File: config.mk
export PLATFORM = sky130hd
export DESIGN_NAME = subsequence_occurrence_counter
export DESIGN_NICKNAME = d
export VERILOG_FILES = /design/src/hw/rtl/soc_pkg.sv /design/src/hw/rtl/subsequence_occurrence_counter.sv /design/src/hw/rtl/soc_ctrl.sv /design/src/hw/rtl/soc_datapath.sv
export SDC_FILE = /design/constraint.sdc
export NUM_CORES = 2
export LEC_CHECK = 0
export BUFFER_PORTS_ARGS = -buffer_cell sky130_fd_sc_hd__buf_2
export CORE_ASPECT_RATIO = 0.5
export CORE_UTILIZATION = 23
export DETAILED_ROUTE_END_ITERATION = 8
export HOLD_SLACK_MARGIN = 0.1
export PLACE_DENSITY = 0.42
export SYNTH_ARGS = -nofsm -noshare
export SYNTH_HDL_FRONTEND = slang
export SYNTH_SLANG_ARGS = --single-unit
File: constraint.sdc
create_clock -name clk -period 3.9 [get_ports clk]
set_input_delay 0 -clock clk [delete_from_list [all_inputs] [get_ports clk]]
set_output_delay 0 -clock clk [all_outputs]
set_load 0.02 [all_outputs]
File: src/hw/rtl/soc_pkg.sv
// ----------------------------------------------------------------------------
// soc_pkg
// Shared types and codes for the subsequence occurrence counter.
// ----------------------------------------------------------------------------
package soc_pkg;

    // s_tuser codes
    localparam logic FUNC_LOAD = 1'b0;
    localparam logic FUNC_TEXT = 1'b1;

    // controller -> datapath
    typedef struct packed {
        logic load;   // write one pattern entry
        logic step;   // advance the prefix counters, capture a result
        logic clear;  // zero the counters after this step
    } soc_cmd_t;

endpackage

File: src/hw/rtl/subsequence_occurrence_counter.sv
// ----------------------------------------------------------------------------
// subsequence_occurrence_counter
// Counts the ways a loaded pattern occurs as an ordered subsequence of a
// streamed text, with saturating per-prefix counters.
// ----------------------------------------------------------------------------
// channel  dir  tdata                                  tuser       tlast
// s_*      in   [3:0] position, [35:4] value, pad 0    func        last
// m_*      out  [31:0] count                           saturated   final_res
// cfg_*    in   wr_data[4:0] pattern_length, taken whenever cfg_wr_en is high
//
// One item per cycle while s_tready is high; all prefix counters update together.
// A text item's result is registered and appears the cycle after accept.
// s_tready stays high while the result register is empty or being drained.
// Loads produce no result. Reset clears counters and length; the pattern
// store is not reset.
// ----------------------------------------------------------------------------
module subsequence_occurrence_counter #(
    parameter int PATTERN_MAX = 16,
    parameter int COUNT_BITS  = 32
) (
    input  logic        clk,
    input  logic        rst_n,
    input  logic        s_tvalid,
    output logic        s_tready,
    input  logic [39:0] s_tdata,   // [3:0] position, [35:4] value, [39:36] zero
    input  logic        s_tuser,   // [0] func
    input  logic        s_tlast,   // last
    output logic        m_tvalid,
    input  logic        m_tready,
    output logic [31:0] m_tdata,   // [31:0] count
    output logic        m_tuser,   // [0] saturated
    output logic        m_tlast,   // final_res
    input  logic        cfg_wr_en,
    input  logic [4:0]  cfg_wr_data
);
    import soc_pkg::*;

    soc_cmd_t cmd;

    soc_ctrl u_ctrl (
        .clk      (clk),
        .rst_n    (rst_n),
        .s_tvalid (s_tvalid),
        .s_tready (s_tready),
        .s_tuser  (s_tuser),
        .s_tlast  (s_tlast),
        .m_tvalid (m_tvalid),
        .m_tready (m_tready),
        .cmd      (cmd)
    );

    soc_datapath #(
        .PATTERN_MAX (PATTERN_MAX),
        .COUNT_BITS  (COUNT_BITS)
    ) u_datapath (
        .clk         (clk),
        .rst_n       (rst_n),
        .cmd         (cmd),
        .position    (s_tdata[3:0]),
        .value       (s_tdata[35:4]),
        .cfg_wr_en   (cfg_wr_en),
        .cfg_wr_data (cfg_wr_data),
        .count       (m_tdata),
        .saturated   (m_tuser),
        .final_res   (m_tlast)
    );

    // a text item always leaves a result behind, tagged with its last flag
    a_text_result: assert property (@(posedge clk) disable iff (!rst_n)
        s_tvalid && s_tready && (s_tuser == FUNC_TEXT)
        |=> m_tvalid && (m_tlast == $past(s_tlast)))
        else $error("text item left no matching result");

    // a load accepted while no result is held or the held one drains leaves the output empty
    a_load_silent: assert property (@(posedge clk) disable iff (!rst_n)
        s_tvalid && s_tready && (s_tuser == FUNC_LOAD) && (!m_tvalid || m_tready)
        |=> !m_tvalid)
        else $error("load item produced a result");

    // input stalls only behind a held, untaken result
    a_stall_cause: assert property (@(posedge clk) disable iff (!rst_n)
        !s_tready |-> m_tvalid && !m_tready)
        else $error("input stalled without a pending result");

endmodule

File: src/hw/rtl/soc_ctrl.sv
// ----------------------------------------------------------------------------
// soc_ctrl
// Handshake controller: tracks the output register and issues datapath
// commands for each accepted item.
// ----------------------------------------------------------------------------
module soc_ctrl (
    input  logic              clk,
    input  logic              rst_n,
    input  logic              s_tvalid,
    output logic              s_tready,
    input  logic              s_tuser,
    input  logic              s_tlast,
    output logic              m_tvalid,
    input  logic              m_tready,
    output soc_pkg::soc_cmd_t cmd
);
    import soc_pkg::*;

    typedef enum logic {
        ST_EMPTY,
        ST_FULL
    } state_t;

    state_t state_reg;
    state_t state_next;
    logic   accept;
    logic   is_text;

    // a held result drains in the same cycle a new one is captured
    assign s_tready = (state_reg == ST_EMPTY) || m_tready;
    assign accept   = s_tvalid && s_tready;
    assign is_text  = (s_tuser == FUNC_TEXT);
    assign m_tvalid = (state_reg == ST_FULL);

    assign cmd.load  = accept && !is_text;
    assign cmd.step  = accept && is_text;
    assign cmd.clear = accept && is_text && s_tlast;

    always_comb
    begin
        state_next = state_reg;
        unique case (state_reg)
            ST_EMPTY:
            begin
                if (accept && is_text)
                    state_next = ST_FULL;
            end
            ST_FULL:
            begin
                if (accept && is_text)
                    state_next = ST_FULL;
                else if (m_tready)
                    state_next = ST_EMPTY;
            end
            default: state_next = ST_EMPTY;
        endcase
    end

    always_ff @(posedge clk or negedge rst_n)
    begin
        if (!rst_n)
            state_reg <= ST_EMPTY;
        else
            state_reg <= state_next;
    end

endmodule

File: src/hw/rtl/soc_datapath.sv
// ----------------------------------------------------------------------------
// soc_datapath
// Pattern store, one saturating prefix counter per pattern entry, and the
// result register.
// ----------------------------------------------------------------------------
module soc_datapath #(
    parameter int PATTERN_MAX = 16,
    parameter int COUNT_BITS  = 32
) (
    input  logic               clk,
    input  logic               rst_n,
    input  soc_pkg::soc_cmd_t  cmd,
    input  logic [3:0]         position,
    input  logic signed [31:0] value,
    input  logic               cfg_wr_en,
    input  logic [4:0]         cfg_wr_data,
    output logic [31:0]        count,
    output logic               saturated,
    output logic               final_res
);
    import soc_pkg::*;

    logic signed [31:0]      pat_reg [PATTERN_MAX];
    logic [COUNT_BITS-1:0]   cnt_reg [PATTERN_MAX];
    logic [PATTERN_MAX-1:0]  sat_reg;
    logic [COUNT_BITS-1:0]   cnt_next [PATTERN_MAX];
    logic [PATTERN_MAX-1:0]  sat_next;
    logic [4:0]              len_reg;

    logic [COUNT_BITS-1:0]   sel_cnt;
    logic                    sel_sat;
    logic [COUNT_BITS+31:0]  sel_ext;
    logic [31:0]             count_reg;
    logic [31:0]             count_next;
    logic                    sat_out_reg;
    logic                    sat_out_next;
    logic                    final_reg;

    for (genvar j = 0; j < PATTERN_MAX; j++)
    begin : g_lane
        logic [COUNT_BITS-1:0] add_val;
        logic                  add_sat;
        logic [COUNT_BITS:0]   sum;
        logic                  hit;

        if (j == 0)
        begin : g_first
            assign add_val = COUNT_BITS'(1);
            assign add_sat = 1'b0;
        end
        else
        begin : g_rest
            assign add_val = cnt_reg[j-1];
            assign add_sat = sat_reg[j-1];
        end

        assign sum = {1'b0, cnt_reg[j]} + {1'b0, add_val};
        assign hit = (pat_reg[j] == value);

        always_comb
        begin
            cnt_next[j] = cnt_reg[j];
            sat_next[j] = sat_reg[j];
            if (hit)
            begin
                if (sum[COUNT_BITS])
                begin
                    cnt_next[j] = '1;
                    sat_next[j] = 1'b1;
                end
                else
                begin
                    cnt_next[j] = sum[COUNT_BITS-1:0];
                end
                if (add_sat)
                    sat_next[j] = 1'b1;
            end
        end

        // out-of-range positions match no lane and are dropped
        always_ff @(posedge clk)
        begin
            if (cmd.load && (32'(position) == j))
                pat_reg[j] <= value;
        end
    end

    // pick the counter of the full pattern; lengths above the store use the top entry
    always_comb
    begin
        sel_cnt = '0;
        sel_sat = 1'b0;
        for (int j = 0; j < PATTERN_MAX; j++)
        begin
            if ((32'(len_reg) == j + 1) ||
                ((j == PATTERN_MAX - 1) && (32'(len_reg) > PATTERN_MAX)))
            begin
                sel_cnt = cnt_next[j];
                sel_sat = sat_next[j];
            end
        end
    end

    assign sel_ext = {32'b0, sel_cnt};

    always_comb
    begin
        if (len_reg == 5'd0)
        begin
            count_next   = 32'd1;
            sat_out_next = 1'b0;
        end
        else
        begin
            count_next   = sel_ext[31:0];
            sat_out_next = sel_sat;
        end
    end

    always_ff @(posedge clk or negedge rst_n)
    begin
        if (!rst_n)
        begin
            for (int j = 0; j < PATTERN_MAX; j++)
                cnt_reg[j] <= '0;
            sat_reg <= '0;
            len_reg <= 5'd0;
        end
        else
        begin
            if (cfg_wr_en)
                len_reg <= cfg_wr_data;
            if (cmd.step)
            begin
                for (int j = 0; j < PATTERN_MAX; j++)
                    cnt_reg[j] <= cmd.clear ? '0 : cnt_next[j];
                sat_reg <= cmd.clear ? '0 : sat_next;
            end
        end
    end

    always_ff @(posedge clk)
    begin
        if (cmd.step)
        begin
            count_reg   <= count_next;
            sat_out_reg <= sat_out_next;
            final_reg   <= cmd.clear;
        end
    end

    assign count     = count_reg;
    assign saturated = sat_out_reg;
    assign final_res = final_reg;

endmodule

* Word-level counts from Yosys, hierarchy flattened
Memory sizes are Yosys's and may differ from the RTL's.
Index checks and enable logic that the tools add are counted.
** Word-level totals
- Register bits :: 568
- Bits in writable memories :: 512
- Input bits :: 52
- Output and inout port bits :: 36
- Logic and storage cells :: 337
- Memories kept :: 1
** Cells by class
- Add/subtract/negate cells :: 16
- $lt $le $gt $ge :: 1
- Eq/ne operators :: 47
- Multiplexer cells :: 209
- Bitwise logic cells :: 1
- Reduce and logical (&&, ||, !) cells :: 40
** Memories
- u_datapath.pat_reg :: depth 16, width 32, read ports 16, clocked after Yosys merged registers in 0, write ports 1, RTL line soc_datapath.sv:23 : logic signed [31:0] pat_reg [PATTERN_MAX];
** Operators by type and width (number)
- 2-to-1 mux 32 bit :: 79
- == test 32 bit :: 16
- adder 32 x 32 -> 33 bit :: 15
- OR reduction 32 bit :: 15
- 2-to-1 mux 1 bit :: 113
- 2-to-1 mux 4 bit :: 15
- == test 5 x 4 -> 1 bit (second input constant) :: 8
- adder 32 x 1 -> 33 bit (second input constant) :: 1
- == test 4 bit (second input constant) :: 8
- == test 5 x 3 -> 1 bit (second input constant) :: 4
- logical AND 1 bit :: 20
- == test 4 x 3 -> 1 bit (second input constant) :: 4
- 2-to-1 mux 16 bit :: 1
- == test 5 x 2 -> 1 bit (second input constant) :: 2
- == test 4 x 2 -> 1 bit (second input constant) :: 2
- == test 5 x 1 -> 1 bit (second input constant) :: 1
- == test 5 bit (second input constant) :: 1
- > comparator 5 bit (second input constant) :: 1
- logical NOT 5 bit :: 1
- == test 4 x 1 -> 1 bit (second input constant) :: 1
- logical NOT 4 bit :: 1
- logical OR 1 bit :: 2
- case mux 1 bit (2 select lines) :: 1
- logical NOT 1 bit :: 1
- NOT 1 bit :: 1

* Longest topological paths before layout
- Word-level depth :: 23
- Gate-level depth with buffers :: 18
- Depth with buffers taken out :: 15

* By module
A second synthesis with hierarchy kept.
** Second synthesis, totals
- Cells, all modules :: 8222
- Area, all modules :: 76433.3 um^2
** Modules (own cells, without submodules)
- soc_datapath :: times used 1, cells an instance 8214, area each 76352.0 um^2, sequential area each 29733.5 um^2
- soc_ctrl :: times used 1, cells an instance 8, area each 81.3 um^2, sequential area each 25.0 um^2

* Worst setup path after synthesis
No wires, ideal clock.
- Kind :: reg2reg
- Start point :: register u_ctrl.state_reg, in the netlist u_ctrl.m_tvalid
- End point :: memory u_datapath.pat_reg[0][0] (enable)
- Setup time :: 0.461 ns
- Data arrival time :: 3.671 ns
- Required time :: 3.439 ns
- Path slack :: -0.232 ns
- Cell stages (with the launch flop) :: 6
- Clock period less this slack :: 4.132 ns
- Cell sequence :: dfrtp_1 -> nand2b_1 -> nand2_1 -> or2_2 -> or3_1 -> nor3_1
** On the way
- Longest elaborated chain between the ends :: 23
** Ends and longest elaborated chain
- start: declaration :: RTL line soc_ctrl.sv:24 : state_t state_reg;
- start signal: assignment :: RTL line soc_ctrl.sv:64 : state_reg <= state_next;
- NOT 1 bit (*)
- logical OR 1 bit (*) :: RTL line soc_ctrl.sv:30 : assign s_tready = (state_reg == ST_EMPTY) || m_tready;
- via s_tready :: RTL line subsequence_occurrence_counter.sv:24 : output logic s_tready,
- logical AND 1 bit (*) :: RTL line soc_ctrl.sv:31 : assign accept = s_tvalid && s_tready;
- logical AND 1 bit (*) :: RTL line soc_ctrl.sv:35 : assign cmd.load = accept && !is_text;
- logical AND 1 bit :: RTL line soc_datapath.sv:83 : if (cmd.load && (32'(position) == j))
- 2-to-1 mux 1 bit :: RTL line soc_datapath.sv:83
- 2-to-1 mux 1 bit (implied by the code) :: RTL line soc_datapath.sv:84 : pat_reg[j] <= value;
- OR reduction 32 bit (no line)
- 2-to-1 mux 4 bit (no line) / 2-to-1 mux 1 bit (equally long branches) (15 in series)
- end: declaration :: RTL line soc_datapath.sv:23
Mark *: on every way through the listed nets, which the timed path passes. The rest lies on a longest branch.

* Worst setup path in the final report
- Start point :: register u_datapath.cnt_reg (netlist bit u_datapath.g_lane[3].add_val[0])
- End point :: register u_datapath.count_reg[27], in the netlist u_datapath.count[27] (data pin)
** On the way
- Longest elaborated chain between the ends :: 17
** Ends and longest elaborated chain
- start: declaration :: RTL line soc_datapath.sv:24 : logic [COUNT_BITS-1:0] cnt_reg [PATTERN_MAX];
- start signal: indexed assignment :: RTL line soc_datapath.sv:136 : cnt_reg[j] <= cmd.clear ? '0 : cnt_next[j];
- adder 32 x 32 -> 33 bit :: RTL line soc_datapath.sv:57 : assign sum = {1'b0, cnt_reg[j]} + {1'b0, add_val};
- 2-to-1 mux 32 bit :: RTL line soc_datapath.sv:66 : if (sum[COUNT_BITS])
- 2-to-1 mux 32 bit :: RTL line soc_datapath.sv:64 : if (hit)
- 2-to-1 mux 32 bit :: RTL line soc_datapath.sv:95 : if ((32'(len_reg) == j + 1) ||
- 2-to-1 mux 32 bit (*) (13 in series) :: RTL line soc_datapath.sv:95
- end signal: assignment :: RTL line soc_datapath.sv:146 : count_reg <= count_next;
- end: declaration :: RTL line soc_datapath.sv:33 : logic [31:0] count_reg;
Mark *: on every way between the ends. The rest lies on a longest branch, timed or not.
A chain may end at the register's enable or synchronous reset.

==> qor.log <==
qor: routing.dr.pass1.iters 8
qor: clocking.number_of_buffers_inserted_during_clock_tree_synthesis 120
qor: critical_path.path_cells buf_4, ha_4, fa_2, a211oi_4, o211ai_1, nand2_1, a2111oi_4, buf_4, a211oi_4, buf_4, buf_6, nand3_4, inv_4, buf_4, a221oi_4, o41ai_4, buf_4, a21oi_4, o22ai_2, a21oi_1
qor: critical_path.r2r_cells 20
qor: place.preCtsSetupSlack -1.840 ns
qor: status.status finished, violations left
qor: synth.netlist_instances 8,869
qor: finish.multiInputGateArea 0.05054 mm2
qor: floorplan.die-width 831.0 um
qor: finish.syn2layout_area_growth 44.04%
qor: power_and_ir_drop.peakVddDrop 0.0003597 V
qor: clocking.path_clk_slew 0.07 ns
qor: sta.setup_viols_final 33
qor: grt.grt_start_max_net_pins 89
qor: place.place_hpwl 311,200 um
qor: place.area_post_placement 0.1039 mm2
qor: routing.vias_per_instance 5.096
qor: synth.synth.yosys.seq_area_share 0.3766
qor: floorplan.dieHeight 416.5 um
qor: grt.first_global_vias 78,610
qor: critical_path.worstPathRequired 4.43 ns
qor: critical_path.timing.critical_path.from_type register
qor: sta.final_max_slew_viol_count 0
qor: status.violations_in_the_final_reports setup timing
qor: synth.synthesis.area_per_instance 8.910 um2
qor: synth.syn_nets 9,417
qor: sta.rsz0062_at_grt yes
qor: finish.seq_area 0.02978 mm2
qor: critical_path.critical_path_buffer_and_inverter_count 7
qor: power_and_ir_drop.total_leakage_power 49.97 nW
qor: clocking.cts_num_sinks 1,080
qor: finish.final_net_count 11,910
qor: critical_path.critPathKind reg -> reg
qor: floorplan.fp.coreArea 0.3403 mm2
qor: synth.synth_enable_flop_cells 546
qor: critical_path.cp_slowest_cell o41ai_4
qor: synth.synthArstFlopShare 0.4944
qor: clocking.insertion_delay 0.87 ns
qor: routing.ant_nets_after_route 0
qor: routing.route.final.wire_length 406,400 um
qor: sta.fmaxAchievable 220.2 MHz
qor: sta.period_minus_slack 4.541 ns
qor: grt.global_routing_usage_summed_across_all_routing_layers 0.2258
qor: power_and_ir_drop.pwr_density_cell 246.8 mW/mm2
qor: critical_path.crit_fanout 3
qor: flow_run.timing.max_cap.violations 0
qor: clocking.tritoncts yes
qor: finish.finalCoreUtilization 0.3345
qor: hold_path.hp-start s_tdata[27]
qor: sta.max_transition_margin 0.1395
qor: clocking.cts_htree_levels 3
qor: hold_path.hold-path-endpoint u_datapath.pat_reg[1][87]$_DFFE_PP_
qor: critical_path.timing.rr.end u_datapath.count[27]$_SDFFCE_PN0P_
qor: sta.post-route-period-util 1.164
qor: critical_path.critPathMaxStageDelay 0.68 ns
qor: place.io_buffers 83
qor: critical_path.crit_arrival 5.07 ns
qor: routing.route.detailed.wl_per_inst 25.30 um
qor: critical_path.worstReg2RegStart u_datapath.g_lane[3].add_val[0]$_DFFE_PN0P_
qor: synth.synth-seq-cells 1,080
qor: finish.drive_above_1_share 0.3130
qor: routing.detailedRoute.firstIterationViolations 7,162
qor: hold_path.worst_hold_path_type in -> reg
qor: synth.synth_warnings 0
qor: routing.via_count 81,860
qor: grt.antenna_found_initial 15
qor: sta.final_critical_path_setup_slack -0.6414 ns
qor: sta.worst_clock_skew 0.1124 ns
qor: finish.largest_reg_flops 512
qor: critical_path.reg2reg_setup_slack -0.64 ns
qor: synth.yosys.cell_types.count 99
qor: floorplan.fp.dieArea 0.3461 mm2
qor: sta.timing.final.hold_violations 0
qor: hold_path.cells_on_worst_hold_path 3
qor: grt.gr-total-overflow 0
qor: finish.finalInstanceArea 0.1138 mm2
qor: clocking.cts.root.buffer_cell clkbuf_16
qor: synth.synth_area 0.07902 mm2
qor: power_and_ir_drop.total_power 28.09 mW
qor: synth.dominantRegCellSynth edfxtp_1
qor: place.final_weighted_congestion_of_routability_driven_global_placement 0.9299
qor: finish.n_fill_cell 35,340
qor: routing.drc 0
qor: floorplan.rows 151
qor: sta.tightest_slew 1.286 ns
qor: sta.finalHoldWorstSlack 0.1740 ns
qor: floorplan.floorplan.initialDensity 0.2322
qor: critical_path.cp_capture_type register
qor: grt.grt_pass1_wl 576,500 um
qor: floorplan.io_pins 88
qor: critical_path.cpMostUsedCell buf_4
qor: clocking.cts.path.max_buffers 3
qor: critical_path.critical_path.top_delay_family compound AO/OA/AOI/OAI gates
## repair_timing
item                                     CTS  global route
hold buffers                              81             4
hold endpoints to repair                1476             4
setup buffers                             89            56
resized for setup                        598           224
endpoints found under the setup margin    49            48
gates cloned                               1             0
pin swaps                                278           205
## metrics by stage
stage	cells	setup TNS, ns
2_1_floorplan	8869	0
3_3_place_gp	15620	-31.17
3_5_place_dp	15620	-30.60
4_1_cts	16010	-9.496
5_1_grt	16060	-15.89
6_report	16070	-12.94
## where the power goes
group / total (mW) / switching [mW] / internal (mW)
Clock: 12.5 / 5.75 / 6.72
Combinational: 3.43 / 2.23 / 1.20
Sequential: 12.2 / 0.0890 / 12.1
## cell type report
cell class | instances | area share
multi-input combinational | 7120 | 0.4440
sequential | 1080 | 0.2616
timing repair buffer | 2844 | 0.2011
tap | 4590 | 0.05045
clock buffer | 160 | 0.02928
clock inverter | 69 | 0.006958
inverter | 194 | 0.006496
antenna | 8 | 0.0001759
## logic make-up after synthesis
kind of cell | Yosys count | share of synthesized area
compound gates | 3300 | 0.2657
simple gates | 2383 | 0.1395
flops | 1080 | 0.3766
xor+xnor | 907 | 0.1005
buf+inv | 669 | 0.03328
fa+ha+maj | 496 | 0.07996
mux | 34 | 0.004481
## tightest hold or removal path, cell delays in order
cell and delay (ns):
dlygate4sd3_1 0.52, buf_2 0.14, buf_12 0.18
## per-layer routing
metal	track usage	routed length, um	up-vias
li1	-	-	38190
met1	0.3219	190700	40780
met2	0.3544	177800	2415
met3	0.03188	23450	472
met4	0.06522	14440	10
met5	0	70	-
## worst max-delay path by stage
stage	cells past startpoint	slack (ns)	startpoint	to
final	20	-0.64	u_datapath.g_lane[3].add_val[0]$_DFFE_PN0P_	u_datapath.count[27]$_SDFFCE_PN0P_
after global routing	16	-0.69	u_datapath.g_lane[3].add_val[0]$_DFFE_PN0P_	u_datapath.count[11]$_SDFFCE_PN0P_
after CTS	17	-0.52	u_datapath.pat_reg[0][186]$_DFFE_PP_	u_datapath.count[8]$_SDFFCE_PN0P_
after detailed placement	18	-1.84	u_datapath.pat_reg[0][29]$_DFFE_PP_	u_datapath.count[17]$_SDFFCE_PN0P_
after global placement	18	-1.83	u_datapath.pat_reg[0][23]$_DFFE_PP_	u_datapath.count[17]$_SDFFCE_PN0P_
after floorplan	13	0.07	u_datapath.g_lane[4].add_val[0]$_DFFE_PN0P_	u_datapath.count[11]$_SDFFCE_PN0P_
## synth_stat cells, drive strengths merged, types with 18 or more instances
master     n  area (um2)
a2111oi   20       188.9
a211o     43       376.6
a211oi   112       855.8
a21boi    27       202.7
a21o     258        1937
a21oi    868        4367
a221oi    19       172.7
a22o      60       525.5
a22oi     77       578.1
a311oi    21       183.9
a31o      25       219.0
a31oi    152       950.9
and2      37       231.5
and3      56       350.3
and4      27       236.5
buf      111       535.5
clkbuf   364        1366
dfrtp    534       13360
edfxtp   546       16400
ha       481        6018
inv      192       720.7
mux2i     23       230.2
nand2    773        2904
nand2b    65       406.6
nand3    133       665.6
nand4    120       750.7
nor2     713        2686
nor2b     58       362.9
nor3     149       750.7
nor4     135       857.1
o2111ai   19       166.4
o211ai   111       833.3
o21a     169        1269
o21ai    852        4272
o21bai    57       427.9
o221ai    65       569.3
o22a      38       332.8
o22ai     79       494.2
o31a      18       157.7
o31ai     53       402.9
or2       31       193.9
or3       43       269.0
xnor2    332        2908
xor2     575        5036
## layout by cell type, fill, tap and decap left out, drive strengths merged, types with 77 or more instances in the layout
cell type       n
nor4          135
o21a          169
nand3         133
dlygate4sd3    80
nor2          713
xnor2         332
a21oi         868
a21o          258
o22ai          79
nand4         120
dfrtp         534
a211oi        112
buf          2760
nor3          149
a31oi         152
o21ai         852
xor2          575
a22oi          77
nand2         773
inv           194
edfxtp        546
o211ai        111
clkbuf        160
ha            481
Power figures use the tool's default switching activity.
